<file path="src/lcnc_pkg.sv">
package lcnc_pkg;

   localparam int CARD_W         = 64;
   localparam int DIGIT_W        = 4;
   localparam int PREFIX_W       = 7;
   localparam int CLASS_W        = 2;
   localparam int BITS_PER_STEP  = 4;
   localparam int DABBLE_STEPS   = CARD_W / BITS_PER_STEP;
   localparam int MAX_DIGITS_DEF = 19;

   localparam logic [CARD_W-1:0] LONG_LIMIT = 64'd400000000000;

   localparam logic [PREFIX_W-1:0] PFX_LONG_LO = 7'd40;
   localparam logic [PREFIX_W-1:0] PFX_LONG_HI = 7'd50;
   localparam logic [PREFIX_W-1:0] PFX_SHORT_A = 7'd34;
   localparam logic [PREFIX_W-1:0] PFX_SHORT_B = 7'd37;
   localparam logic [PREFIX_W-1:0] PFX_MID_LO  = 7'd51;
   localparam logic [PREFIX_W-1:0] PFX_MID_HI  = 7'd55;

   localparam logic [CLASS_W-1:0] CLASS_NONE  = 2'd0;
   localparam logic [CLASS_W-1:0] CLASS_LONG  = 2'd1;
   localparam logic [CLASS_W-1:0] CLASS_SHORT = 2'd2;
   localparam logic [CLASS_W-1:0] CLASS_MID   = 2'd3;

   // Control shared by every digit cell and the accumulator at the chain end.
   typedef struct packed {
      logic clear;
      logic dabble;
      logic shift;
   } ctrl_type;

   // Doubled digit with its two decimal digits folded together.
   function automatic logic [DIGIT_W-1:0] luhn_double(input logic [DIGIT_W-1:0] digit);
      logic [DIGIT_W-1:0] res;
      unique case (digit)
         4'd0:    res = 4'd0;
         4'd1:    res = 4'd2;
         4'd2:    res = 4'd4;
         4'd3:    res = 4'd6;
         4'd4:    res = 4'd8;
         4'd5:    res = 4'd1;
         4'd6:    res = 4'd3;
         4'd7:    res = 4'd5;
         4'd8:    res = 4'd7;
         4'd9:    res = 4'd9;
         default: res = 4'd0;
      endcase
      return res;
   endfunction

endpackage

</file>
<file path="src/lcnc_digit_cell.sv">
module lcnc_digit_cell
   import lcnc_pkg::*;
(
   input  logic                     clock,
   input  ctrl_type                 ctrl,
   input  logic [BITS_PER_STEP-1:0] bits_in,
   input  logic [DIGIT_W-1:0]       digit_in,
   output logic [BITS_PER_STEP-1:0] bits_out,
   output logic [DIGIT_W-1:0]       digit
);

   logic [DIGIT_W-1:0] digit_ff;
   logic [DIGIT_W-1:0] dab_digit;

   // Several shift-and-add-3 steps per cycle; bit j of bits_in is the lower
   // neighbor's carry from step j, and bits_out is ours for the upper one.
   always_comb begin
      logic [DIGIT_W-1:0] d;
      logic [DIGIT_W-1:0] adj;
      d        = digit_ff;
      bits_out = '0;
      for (int j = 0; j < BITS_PER_STEP; j++) begin
         adj         = (d >= 4'd5) ? d + 4'd3 : d;
         bits_out[j] = adj[DIGIT_W-1];
         d           = {adj[DIGIT_W-2:0], bits_in[j]};
      end
      dab_digit = d;
   end

   always_ff @(posedge clock) begin
      if (ctrl.clear) begin
         digit_ff <= '0;
      end else if (ctrl.dabble) begin
         digit_ff <= dab_digit;
      end else if (ctrl.shift) begin
         digit_ff <= digit_in;
      end
   end

   assign digit = digit_ff;

endmodule

</file>
<file path="src/lcnc_luhn_acc.sv">
module lcnc_luhn_acc
   import lcnc_pkg::*;
(
   input  logic                clock,
   input  ctrl_type            ctrl,
   input  logic [DIGIT_W-1:0]  digit,
   input  logic                first,
   input  logic                doubled,
   output logic [DIGIT_W-1:0]  sum,
   output logic [PREFIX_W-1:0] prefix
);

   logic [DIGIT_W-1:0]  sum_ff;
   logic [DIGIT_W-1:0]  sum_in;
   logic [PREFIX_W-1:0] prefix_ff;
   logic [PREFIX_W-1:0] prefix_in;
   logic [DIGIT_W-1:0]  prev_ff;
   logic [DIGIT_W-1:0]  term;
   logic [DIGIT_W:0]    raw_sum;

   always_comb begin
      term    = doubled ? luhn_double(digit) : digit;
      raw_sum = {1'b0, sum_ff} + {1'b0, term};
      sum_in  = (raw_sum >= 5'd10) ? DIGIT_W'(raw_sum - 5'd10) : raw_sum[DIGIT_W-1:0];
      // The most recent nonzero digit and the one below it form the prefix.
      prefix_in = prefix_ff;
      if (digit != '0) begin
         if (first) begin
            prefix_in = PREFIX_W'(digit);
         end else begin
            prefix_in = PREFIX_W'({digit, 3'b000}) + PREFIX_W'({digit, 1'b0})
                        + PREFIX_W'(prev_ff);
         end
      end
   end

   always_ff @(posedge clock) begin
      if (ctrl.clear) begin
         sum_ff    <= '0;
         prefix_ff <= '0;
         prev_ff   <= '0;
      end else if (ctrl.shift) begin
         sum_ff    <= sum_in;
         prefix_ff <= prefix_in;
         prev_ff   <= digit;
      end
   end

   assign sum    = sum_ff;
   assign prefix = prefix_ff;

endmodule

</file>
<file path="src/luhn_card_number_classifier.sv">
// After the edge that takes start, the control runs binary to decimal conversion in the
// digit cell chain (4 bits a cycle), shifts one digit a cycle into the Luhn accumulator,
// classifies, and returns to idle with the result beat out; a new card number is taken
// only in idle, once the previous one is through. The receiver cannot stall. Reset is
// synchronous; it returns the control to idle with no strobe pending.
module luhn_card_number_classifier
   import lcnc_pkg::*;
#(
   parameter int MAX_DIGITS = MAX_DIGITS_DEF
)
(
   input  logic                clock,
   input  logic                reset,
   input  logic                start,
   output logic                busy,
   input  logic [CARD_W-1:0]   req_card_value,
   output logic                rsp_valid,
   output logic                rsp_checksum_ok,
   output logic [PREFIX_W-1:0] rsp_leading_digits,
   output logic [CLASS_W-1:0]  rsp_issuer_class
);

   localparam int CNT_MAX = (MAX_DIGITS > DABBLE_STEPS) ? MAX_DIGITS : DABBLE_STEPS;
   localparam int CNT_W   = $clog2(CNT_MAX);

   typedef enum logic [3:0] {
      ST_IDLE   = 4'b0001,
      ST_DABBLE = 4'b0010,
      ST_SCAN   = 4'b0100,
      ST_FINISH = 4'b1000
   } state_type;

   state_type           state_ff;
   state_type           state_in;
   logic [CNT_W-1:0]    cnt_ff;
   logic [CNT_W-1:0]    cnt_in;
   logic [CARD_W-1:0]   value_ff;
   logic [CARD_W-1:0]   value_in;
   logic                long_ff;
   logic                long_in;
   logic                ovf_ff;
   logic                ovf_in;
   logic                rsp_valid_ff;
   logic                ok_ff;
   logic                ok_in;
   logic [PREFIX_W-1:0] prefix_ff;
   logic [PREFIX_W-1:0] prefix_in;
   logic [CLASS_W-1:0]  class_ff;
   logic [CLASS_W-1:0]  class_in;
   logic                accept;
   ctrl_type            ctrl;

   logic [BITS_PER_STEP-1:0] carry [0:MAX_DIGITS];
   logic [DIGIT_W-1:0]       digits [0:MAX_DIGITS];
   logic [DIGIT_W-1:0]       acc_sum;
   logic [PREFIX_W-1:0]      acc_prefix;

   assign accept = start && (state_ff == ST_IDLE);
   assign busy   = (state_ff != ST_IDLE);

   assign ctrl.clear  = accept;
   assign ctrl.dabble = (state_ff == ST_DABBLE);
   assign ctrl.shift  = (state_ff == ST_SCAN);

   // The chain takes the binary value most significant bit first.
   for (genvar j = 0; j < BITS_PER_STEP; j++) begin : g_feed
      assign carry[0][j] = value_ff[CARD_W-1-j];
   end

   assign digits[MAX_DIGITS] = '0;

   for (genvar i = 0; i < MAX_DIGITS; i++) begin : g_cell
      lcnc_digit_cell u_cell (
         .clock    (clock),
         .ctrl     (ctrl),
         .bits_in  (carry[i]),
         .digit_in (digits[i+1]),
         .bits_out (carry[i+1]),
         .digit    (digits[i])
      );
   end

   lcnc_luhn_acc u_acc (
      .clock   (clock),
      .ctrl    (ctrl),
      .digit   (digits[0]),
      .first   (cnt_ff == '0),
      .doubled (cnt_ff[0]),
      .sum     (acc_sum),
      .prefix  (acc_prefix)
   );

   always_comb begin
      state_in = state_ff;
      cnt_in   = cnt_ff;
      value_in = value_ff;
      long_in  = long_ff;
      ovf_in   = ovf_ff;
      unique case (state_ff)
         ST_IDLE: begin
            if (start) begin
               state_in = ST_DABBLE;
               cnt_in   = '0;
               value_in = req_card_value;
               long_in  = (req_card_value > LONG_LIMIT);
               ovf_in   = 1'b0;
            end
         end
         ST_DABBLE: begin
            value_in = value_ff << BITS_PER_STEP;
            // Any carry out of the top cell means ten to the MAX_DIGITS or more.
            ovf_in   = ovf_ff | (|carry[MAX_DIGITS]);
            if (cnt_ff == CNT_W'(DABBLE_STEPS - 1)) begin
               state_in = ST_SCAN;
               cnt_in   = '0;
            end else begin
               cnt_in = cnt_ff + 1'b1;
            end
         end
         ST_SCAN: begin
            if (cnt_ff == CNT_W'(MAX_DIGITS - 1)) begin
               state_in = ST_FINISH;
            end else begin
               cnt_in = cnt_ff + 1'b1;
            end
         end
         ST_FINISH: begin
            state_in = ST_IDLE;
         end
         default: begin
            state_in = ST_IDLE;
         end
      endcase
   end

   always_comb begin
      ok_in     = !ovf_ff && (acc_sum == '0);
      prefix_in = ovf_ff ? '0 : acc_prefix;
      class_in  = CLASS_NONE;
      if (ok_in) begin
         if (acc_prefix >= PFX_LONG_LO && acc_prefix < PFX_LONG_HI && long_ff) begin
            class_in = CLASS_LONG;
         end else if (acc_prefix == PFX_SHORT_A || acc_prefix == PFX_SHORT_B) begin
            class_in = CLASS_SHORT;
         end else if (acc_prefix >= PFX_MID_LO && acc_prefix <= PFX_MID_HI) begin
            class_in = CLASS_MID;
         end
      end
   end

   always_ff @(posedge clock) begin
      if (reset) begin
         state_ff     <= ST_IDLE;
         rsp_valid_ff <= 1'b0;
      end else begin
         state_ff     <= state_in;
         rsp_valid_ff <= (state_ff == ST_FINISH);
      end
   end

   always_ff @(posedge clock) begin
      cnt_ff   <= cnt_in;
      value_ff <= value_in;
      long_ff  <= long_in;
      ovf_ff   <= ovf_in;
      if (state_ff == ST_FINISH) begin
         ok_ff     <= ok_in;
         prefix_ff <= prefix_in;
         class_ff  <= class_in;
      end
   end

   assign rsp_valid          = rsp_valid_ff;
   assign rsp_checksum_ok    = ok_ff;
   assign rsp_leading_digits = prefix_ff;
   assign rsp_issuer_class   = class_ff;

endmodule
</file>
<file path="config.mk">
export PLATFORM = sky130hd
export DESIGN_NAME = luhn_card_number_classifier
export DESIGN_NICKNAME = d
export VERILOG_FILES = /design/src/lcnc_pkg.sv /design/src/lcnc_digit_cell.sv /design/src/lcnc_luhn_acc.sv /design/src/luhn_card_number_classifier.sv
export SDC_FILE = /design/constraint.sdc
export NUM_CORES = 1
export LEC_CHECK = 0
export BUFFER_PORTS_ARGS = -buffer_cell sky130_fd_sc_hd__buf_2
export CORE_UTILIZATION = 40
export CTS_CLUSTER_DIAMETER = 200
export DETAILED_ROUTE_END_ITERATION = 7
export GPL_TIMING_DRIVEN = 0
export SLEW_MARGIN = 10
export SYNTH_ARGS = -nofsm -noshare
export SYNTH_HDL_FRONTEND = slang
export SYNTH_HIERARCHICAL = 1
export SYNTH_SLANG_ARGS = --single-unit
export TNS_END_PERCENT = 20
</file>
<file path="constraint.sdc">
create_clock -name clock -period 5.1 [get_ports clock]
set_clock_uncertainty 0.2 [all_clocks]
set_input_delay 1.02 -clock clock [delete_from_list [all_inputs] [get_ports clock]]
set_output_delay 1.02 -clock clock [all_outputs]
set_load 0.05 [all_outputs]
</file>
Word-level counts from Yosys, hierarchy flattened
Memories as Yosys holds them, arrays and structs flattened. A register that Yosys moved wholly into a read port is not among the register bits. Index checks and enable logic that the tools add are counted. W data, S select, Z words.

Register bits after elaboration: 177. Latch bits: 0. Bits in writable memories: 0. Bits in read-only memories: 64. Output and inout bits: 12. Word-level logic and storage cells: 365. Memories kept: 1.

Memory list: (no name shown) (depth 16, width 4, rd ports 1, clocked after Yosys merged registers in 1, write ports 0, RTL line lcnc_pkg.sv:35) `unique case (digit)`.

$add $sub $neg: 81. $mul: 0. Divide/modulo/power cells: 0. Magnitude comparators: 82. Eq/ne operators: 13. Shift operators: 0. Multiplexer cells: 134. Bitwise operators: 2. Reductions and logical operators: 20.

Operators by type and width (count): $mux W4 (121); $add A4 B2 Y4 const B (76); $ge A4 B3 Y1 const B (76); $pmux W64 S2 (1); $gt A64 B39 Y1 const B (1); $mux W64 (1); $mux W5 (3); $pmux W5 S3 (1); $eq A7 B6 Y1 const B (2); $ge A7 B6 Y1 const B (2); $pmux W4 S3 (1); $add A7 B4 Y7 (1); $add A7 B5 Y7 (1); $le A7 B6 Y1 const B (1); $lt A7 B6 Y1 const B (1); $mux W7 (1); $reduce_and A2 Y1 (3); $reduce_and A3 Y1 (2); $add A4 B4 Y5 (1); $add A5 B1 Y5 const B (1); $eq A5 B4 Y1 const B (1); $eq A5 B5 Y1 const B (1); $ge A5 B4 Y1 const B (1); $logic_and A1 B1 Y1 (5); 22 further kinds (27).

Longest topological paths before layout
Gate-level depths: netlist (run 1).

Depth in word-level cells: 11. Gate-level depth with buffers: 23. Depth with buffers taken out: 23.

Hierarchy
The synthesis (run 1) kept the hierarchy.

By module, submodules not included: lcnc_digit_cell at g_cell[0].u_cell ... (times used 12, cells an instance 93, area an instance 793.3 sq um, seq. area each 80.1 sq um); lcnc_digit_cell at g_cell[3].u_cell ... (times used 7, cells an instance 85, area an instance 706.9 sq um, seq. area each 80.1 sq um); luhn_card_number_classifier (times used 1, cells an instance 276, area an instance 3978.8 sq um, seq. area each 2532.4 sq um); lcnc_luhn_acc (times used 1, cells an instance 129, area an instance 1147.4 sq um, seq. area each 300.3 sq um).

Least setup slack after synthesis (run 1)
OpenSTA, ideal clock, no wires.

Path kind: reg-to-reg. Start point: register g_cell[16].u_cell.digit_ff[0]. End point: register ovf_ff, data pin. Library setup time: 0.254 ns. Arrival time: 4.660 ns. Data required time: 4.646 ns. Slack: -0.015 ns. Stages on the path, launching flop included: 24. Period minus slack after synthesis: 5.115 ns. Cells stage by stage: dfxtp_1 > inv_1 > ha_1 > and2b_2 > nor3_1 > a21o_1 > inv_1 > ha_1 > and2b_2 > or3_2 > mux2i_1 > inv_1 > ha_1 > a221oi_1 > o21ai_0 > o211ai_4 > xnor2_1 > inv_1 > ha_1 > nor2b_1 > nand2b_1 > mux2i_1 > or4_1 > o21a_1.

RTL lines: start: declaration (RTL line lcnc_digit_cell.sv:12) `logic [DIGIT_W-1:0] digit_ff;`; start signal: assignment (RTL line lcnc_digit_cell.sv:34) `digit_ff <= dab_digit;`; start signal: assignment (RTL line lcnc_digit_cell.sv:36) `digit_ff <= digit_in;`; end signal: assignment (RTL line luhn_card_number_classifier.sv:165) `ovf_ff <= ovf_in;`; end: declaration (RTL line luhn_card_number_classifier.sv:41) `logic ovf_ff;`.

==> run_results.csv, run 1 <==
group,metric,value,unit
status,status,"finished clean",
power_and_ir_drop,seq_power_share,28.9,%
critical_path,worstPathCellList,"inv_1 -> ha_4 -> and2b_2 -> nor3_2 -> a21o_1 -> inv_1 -> ha_1 -> and2b_2 -> or3_2 -> mux2i_4 -> inv_2 -> ha_4 -> a221oi_2 -> o21ai_2 -> o211ai_4 -> xnor2_2 -> inv_2 -> ha_1 -> nor2b_4 -> nand2b_1 -> mux2i_1 -> or4_1 -> o21a_1",
critical_path,arrival,4980,ps
clocking,cts_made_buffers,17,
power_and_ir_drop,powerDensity,256,nW/um^2
clocking,tritoncts,"built",
synthesis,synthXorXnorAreaFrac,3.79,%
placement,place.gp.congestion,0.825,
synthesis,synth_top_cell_area_share,12.4,%
grt,antenna_found_initial,0,
cells_and_area,final_util,46.2,%
critical_path,cp-start-kind,"flip-flop",
placement,dp_slack,-561,ps
synthesis,synthFlopType,"dfxtp_1",
synthesis,synthCells,2116,
clocking,clk_pin_slew,80,ps
grt,grt_use_total,17.1,%
sta,finalHoldViolCount,0,
power_and_ir_drop,p_leak,8.37,nW
floorplanning,die_x,223,um
critical_path,rr_worst_depth,23,
placement,hpwl,32.1,mm
critical_path,cp.depth,23,
critical_path,max_stage_delay,510,ps
synthesis,synthAdderAreaFrac,11.1,%
sta,tightest_slew,720,ps
synthesis,netlist_area,19600,um^2
critical_path,setup.worst_path.class,"reg -> reg",
synthesis,async_flop_share,0,%
sta,grt_setup_unrepaired,"yes",
power_and_ir_drop,combinationalPowerShare,47.4,%
power_and_ir_drop,switching_share,39.4,%
cells_and_area,area_growth,13.2,%
synthesis,syn_area_per_cell,9.26,um^2
sta,setup_viol,0,
power_and_ir_drop,power_frac_clock,23.7,%
cells_and_area,nNetsFinal,2485,
sta,max_freq,0.201,GHz
cells_and_area,drive_gt1_share,28.2,%
synthesis,synth-edff-count,81,
detailed_routing,ant_nets,0,
cells_and_area,regArea,4410,um^2
floorplanning,start_util,40.8,%
critical_path,worst-r2r-setup-slack,120,ps
clocking,cts_buffer_depth,2,
detailed_routing,drt_iter0_drc,745,
synthesis,yosys_warnings,6,
grt,globalRoute.totalOverflow,0,
power_and_ir_drop,switchingPower,0.00224,W
grt,top_usage_layer,"met2",
synthesis,synth_top_cell_by_area,"edfxtp_1",
hold_path,min_path_type,"reg -> reg",
critical_path,slowest_stage,"or4_1",
synthesis,synth_cell_type_count,87,
cells_and_area,multiInputGateArea,14600,um^2
floorplanning,core-area,48000,um^2
power_and_ir_drop,vdd_drop_max,246,uV
grt,grt_pass1_wl,72.5,mm
detailed_routing,drc,0,
grt,grt_use_met2,29.9,%
clocking,htreeDepth,4,
synthesis,synthMuxAreaShare,15.3,%
sta,fin_crit,4980,ps
floorplanning,num_rows,80,
grt,use_met1,22.7,%
critical_path,cpLargestDelayFamily,"simple AND/OR/NAND/NOR gates",
detailed_routing,drt_pre_antenna_iters,7,
cells_and_area,nFillCells,4562,
floorplanning,fp.dieH,223,um
grt,grt_max_degree,60,
sta,setup_ws,122,ps
clocking,cts_sinks,177,
critical_path,crit_buf_inv,4,
sta,final_max_slew_viol_count,0,
synthesis,synth-simple-area-share,19.5,%
cells_and_area,n_antenna_cell,0,
sta,finalCritPeriodShare,97.6,%
synthesis,synth_compound_area_share,22.3,%
job,maxCapViolations,0,
critical_path,critPathRequiredTime,5110,ps
grt,grt_pass1_vias,15324,
synthesis,ys_ff_latch,177,
floorplanning,die_area,49900,um^2
detailed_routing,vias,15814,
hold_path,hold_depth,2,
synthesis,netlist_top_cells_area,"edfxtp_1 (12%), ha_1 (11%), dfxtp_1 (9.8%)",
grt,grtUsageMet3,1.94,%
detailed_routing,routedWlPerCell,15.0,um
clocking,clk_latency,440,ps
critical_path,cp-end-kind,"flip-flop",
clocking,cts-root-buf,"clkbuf_16",
clocking,hold_buffers,0,
synthesis,ys_seq_area_share,22.2,%
floorplanning,io_pins,79,
synthesis,synth_top_family_by_area,"compound AO/OA/AOI/OAI gates",
critical_path,path_max_fanout,7,
detailed_routing,wirelength,43.0,mm
sta,slew_headroom,52.0,%
detailed_routing,via_per_inst,5.50,
power_and_ir_drop,p_int,0.00344,W
placement,io_buffers,78,
[kinds of logic after synthesis]
| group | after synthesis |
|---|---|
| AO/OA/AOI/OAI | 548 |
| AND/OR/NAND/NOR | 676 |
| buffers and inverters | 219 |
| flip-flops | 177 |
| adder cells (fa/ha/maj) | 172 |
| multiplexers | 260 |
| XOR/XNOR | 63 |
| other | 1 |
[sequential cells by signal, summed over array words and instances (netlist names), 2 cells and up]
name                 count
u_acc/prefix             7
cnt_ff                   5
state_ff                 4
value_ff                64
g_cell.u_cell/digit     76
rsp_issuer_class         2
rsp_leading_digits       7
u_acc/sum                4
u_acc/prev_ff            4
[layout by cell type (no fill, tap or decap), types with 21 or more instances in the layout]
| master | count |
|---|---|
| ha_1 | 154 |
| inv_1 | 152 |
| nand2_1 | 127 |
| nor2_1 | 125 |
| mux2i_1 | 120 |
| mux2_2 | 96 |
| buf_2 | 95 |
| o21ai_0 | 94 |
| edfxtp_1 | 81 |
| dfxtp_1 | 70 |
| a21oi_1 | 69 |
| nor2b_1 | 62 |
| nand2b_1 | 53 |
| a31oi_1 | 46 |
| nor3_1 | 34 |
| or3_1 | 34 |
| nand3_1 | 31 |
| a21boi_0 | 31 |
| xnor2_1 | 30 |
| buf_4 | 29 |
| a21o_1 | 29 |
| o211ai_1 | 25 |
| nor3b_1 | 24 |
| and2b_2 | 24 |
| mux2i_4 | 23 |
| and3_1 | 21 |
| mux2i_2 | 21 |
[per-stage QoR]
stage	area, um^2	instances	power, W	setup TNS (ps)	hold slack (ps)
2_1_floorplan	19600	2119	0.00370	0	252
3_3_place_gp	20800	2812	0.00410	-1430	280
3_5_place_dp	20900	2817	0.00418	-1600	273
4_1_cts	21600	2850	0.00558	-110	303
5_1_grt	22200	2874	0.00608	-251	342
6_report	22200	2874	0.00568	0	310
[what timing repair did]
item                                    4_1_cts  5_1_grt
pin swaps                                     0        5
cloned                                        0        0
gates resized for setup                      35      107
buffers inserted                              1       24
endpoints found under the setup margin       23       55
[worst reg2reg max path, delay by kind of cell, from the launching register on]
family	cells	cell delay [ps]
compound gates	5	850
xor+xnor	1	130
fa+ha+maj	4	790
buf+inv	4	320
flops	1	380
mux	2	250
simple gates	7	1810
[final timing paths]
check | start | end
max | g_cell[16].u_cell/digit[0] | ovf_ff
min | value_ff[60] | g_cell[0].u_cell/digit[0]
max reg2reg | g_cell[16].u_cell/digit[0] | ovf_ff
min reg2reg | value_ff[60] | g_cell[0].u_cell/digit[0]
[synth_stat cells (13+ instances only)]
master and n:
nand2b_1 55, nor3_1 36, mux2_2 96, xnor2_1 47
mux2i_1 133, and2b_2 24, a21o_1 30, a31oi_1 46
ha_1 169, or3_1 34, and3_1 21, and2_1 19
nor2_1 125, inv_1 160, dfxtp_1 96, a21oi_1 78
nor2b_1 73, nand2_1 127, o21ai_0 104, edfxtp_1 81
a21boi_0 31, o211ai_1 25, nand2_2 14, a211o_1 16
a211oi_1 20, clkbuf_1 14, mux2i_4 19, a2bb2oi_1 13
buf_2 17, nand3_1 31, nor3b_1 24
[power by group through the flow]
stage / sequential (W) / combinational (W) / clock, W
2_1_floorplan: 0.00165 / 0.00205 / 0
3_3_place_gp: 0.00168 / 0.00242 / 0
3_5_place_dp: 0.00168 / 0.00250 / 0
4_1_cts: 0.00165 / 0.00254 / 0.00139
5_1_grt: 0.00166 / 0.00298 / 0.00144
6_report: 0.00164 / 0.00269 / 0.00135
[layer usage]
metal,up-vias,routed length [um]
met5,-,0
met4,0,391
met3,31,820
met2,154,20900
met1,7557,20900
li1,8072,-
[layout make-up]
| class | count | area share, % |
|---|---|---|
| well taps | 615 | 3.47 |
| repair buffers | 108 | 3.05 |
| flip-flops and latches | 177 | 19.9 |
| multi-input cells | 1723 | 65.8 |
| clock buffers | 17 | 1.92 |
| clock inverters | 15 | 0.756 |
| plain buffers | 59 | 2.41 |
| inverters | 160 | 2.74 |
No activity file was read; power rests on OpenSTA's default activity.
==> run 2, diff against run 1 <==
--- a/config.mk
+++ b/config.mk
@@ -6,7 +6,8 @@
 export NUM_CORES = 1
 export LEC_CHECK = 0
 export BUFFER_PORTS_ARGS = -buffer_cell sky130_fd_sc_hd__buf_2
-export CORE_UTILIZATION = 40
+export CORE_MARGIN = 2
+export CORE_UTILIZATION = 46
 export CTS_CLUSTER_DIAMETER = 200
 export DETAILED_ROUTE_END_ITERATION = 7
 export GPL_TIMING_DRIVEN = 0
==> run_results.csv, run 2 (synthesis results as in run 1) <==
group,metric,value,unit
floorplanning,core-area,42000,um^2
sta,finalCritPeriodShare,96.6,%
clocking,cts_sinks,177,
job,maxCapViolations,0,
clocking,cts_made_buffers,17,
cells_and_area,final_cell_mix,"inv_1 (148), ha_1 (144), nand2_1 (127)",
critical_path,setup.worst_path.class,"reg -> reg",
critical_path,slowest_stage,"or4_1",
grt,globalRoute.totalOverflow,0,
critical_path,cp-end-kind,"flip-flop",
cells_and_area,final_common_cell,"inv_1",
grt,grt_max_degree,65,
placement,place.gp.congestion,0.827,
critical_path,worst-r2r-setup-slack,170,ps
power_and_ir_drop,p_leak,8.28,nW
power_and_ir_drop,powerDensity,258,nW/um^2
clocking,tritoncts,"built",
critical_path,crit_buf_inv,3,
floorplanning,io_pins,79,
clocking,hold_buffers,0,
grt,grt_pass1_vias,14947,
sta,grt_setup_unrepaired,"yes",
critical_path,path_max_fanout,5,
detailed_routing,drt_pre_antenna_iters,7,
sta,max_freq,0.203,GHz
detailed_routing,vias,15653,
detailed_routing,routedWlPerCell,15.3,um
cells_and_area,largest_reg_flops,76,
grt,grt_pass1_wl,71.3,mm
grt,grt_use_total,19.0,%
critical_path,worstPathCellList,"inv_1 -> ha_1 -> nand2b_1 -> a21oi_2 -> xnor2_2 -> ha_1 -> and2b_2 -> o31ai_4 -> xnor2_2 -> buf_4 -> ha_4 -> a221oi_4 -> o21ai_2 -> o211ai_4 -> xnor2_2 -> inv_2 -> ha_4 -> nor2b_4 -> nand2b_4 -> mux2i_1 -> or4_1 -> o21a_1",
critical_path,arrival,4920,ps
cells_and_area,n_antenna_cell,0,
sta,final_max_slew_viol_count,0,
sta,setup_viol,0,
clocking,cts_buffer_depth,2,
sta,slew_headroom,50.2,%
placement,postPlaceCellArea,20800,um^2
clocking,cts-root-buf,"clkbuf_16",
sta,tightest_slew,747,ps
detailed_routing,drc,0,
detailed_routing,wirelength,42.8,mm
cells_and_area,final_util,52.6,%
floorplanning,fp.dieH,210,um
cells_and_area,final_area,22100,um^2
critical_path,cp-start-kind,"flip-flop",
floorplanning,start_util,46.6,%
grt,antenna_found_initial,0,
status,status,"finished clean",
detailed_routing,ant_nets,0,
critical_path,critPathRequiredTime,5100,ps
clocking,clk_latency,450,ps
hold_path,min_path_type,"reg -> reg",
sta,finalHoldViolCount,0,
power_and_ir_drop,vdd_drop_max,228,uV
detailed_routing,drt_iter0_drc,785,
cells_and_area,drive_gt1_share,28.7,%
floorplanning,die_area,44300,um^2
floorplanning,num_rows,75,
detailed_routing,via_per_inst,5.61,
floorplanning,die_x,210,um
critical_path,path_common_cell,"xnor2_2",
placement,io_buffers,78,
critical_path,cpLargestDelayFamily,"compound AO/OA/AOI/OAI gates",
clocking,htreeDepth,4,
critical_path,max_stage_delay,520,ps
cells_and_area,area_growth,12.9,%
sta,fin_crit,4930,ps
placement,hpwl,32.0,mm
clocking,clk_pin_slew,80,ps
cells_and_area,nNetsFinal,2475,
[run 2: path summary, 6_finish.rpt]
path	from	endpoint	depth (start not counted)
max	g_cell[18].u_cell/digit[1]	ovf_ff	22
max reg2reg	g_cell[18].u_cell/digit[1]	ovf_ff	22
min reg2reg	u_acc/prev_ff[0]	u_acc/prev_ff[0]	2
min	u_acc/prev_ff[0]	u_acc/prev_ff[0]	2
[run 2: worst reg2reg max path: stages, from the launching register on]
cell and delay, ps:
dfxtp_2 390, inv_1 100, ha_1 200, nand2b_1 190, a21oi_2 190, xnor2_2 170
ha_1 200, and2b_2 240, o31ai_4 340, xnor2_2 140, buf_4 170, ha_4 180
a221oi_4 270, o21ai_2 100, o211ai_4 130, xnor2_2 180, inv_2 100, ha_4 170
nor2b_4 110, nand2b_4 120, mux2i_1 60, or4_1 520, o21a_1 210
[run 2: power by group]
part | switching, W | internal, W
registers | 0.0000706 | 0.00157
clock network | 0.000693 | 0.000666
logic | 0.00148 | 0.00121
total | 0.00225 | 0.00345
[run 2: what timing repair did]
item                                   in CTS  in global routing
pin swaps                                   1                 10
setup buffers                               3                 13
setup endpoints to repair                  22                 53
resized for setup                          37                127
endpoints found under the hold margin       0                  0
[run 2: per-stage QoR]
| stage | power [W] | instances | hold slack [ps] | TNS (ps) | worst slack (ps) |
|---|---|---|---|---|---|
| 6_report | 0.00570 | 2788 | 318 | 0 | 174 |
| 5_1_grt | 0.00609 | 2788 | 367 | -111 | -28.7 |
| 4_1_cts | 0.00559 | 2775 | 321 | -58.7 | -58.7 |
| 3_5_place_dp | 0.00418 | 2740 | 280 | -2300 | -705 |
| 3_3_place_gp | 0.00411 | 2736 | 277 | -1820 | -558 |
| 2_1_floorplan | 0.00370 | 2119 | 252 | 0 | 40.1 |
[run 2: layout make-up]
class,count,area [um^2]
fill,3862,19900
multi-input combinational,1723,14700
sequential,177,4410
tap,539,674
inverter,160,606
timing repair buffer,98,601
buffer,59,536
clock buffer,17,425
clock inverter,15,176
[run 2: routing by layer]
layer | global-route usage [%] | share of wire [%]
met5 | 0 | 0
met4 | 3.52 | 0.72
met3 | 2.10 | 1.8
met2 | 33.4 | 49
met1 | 25.4 | 49
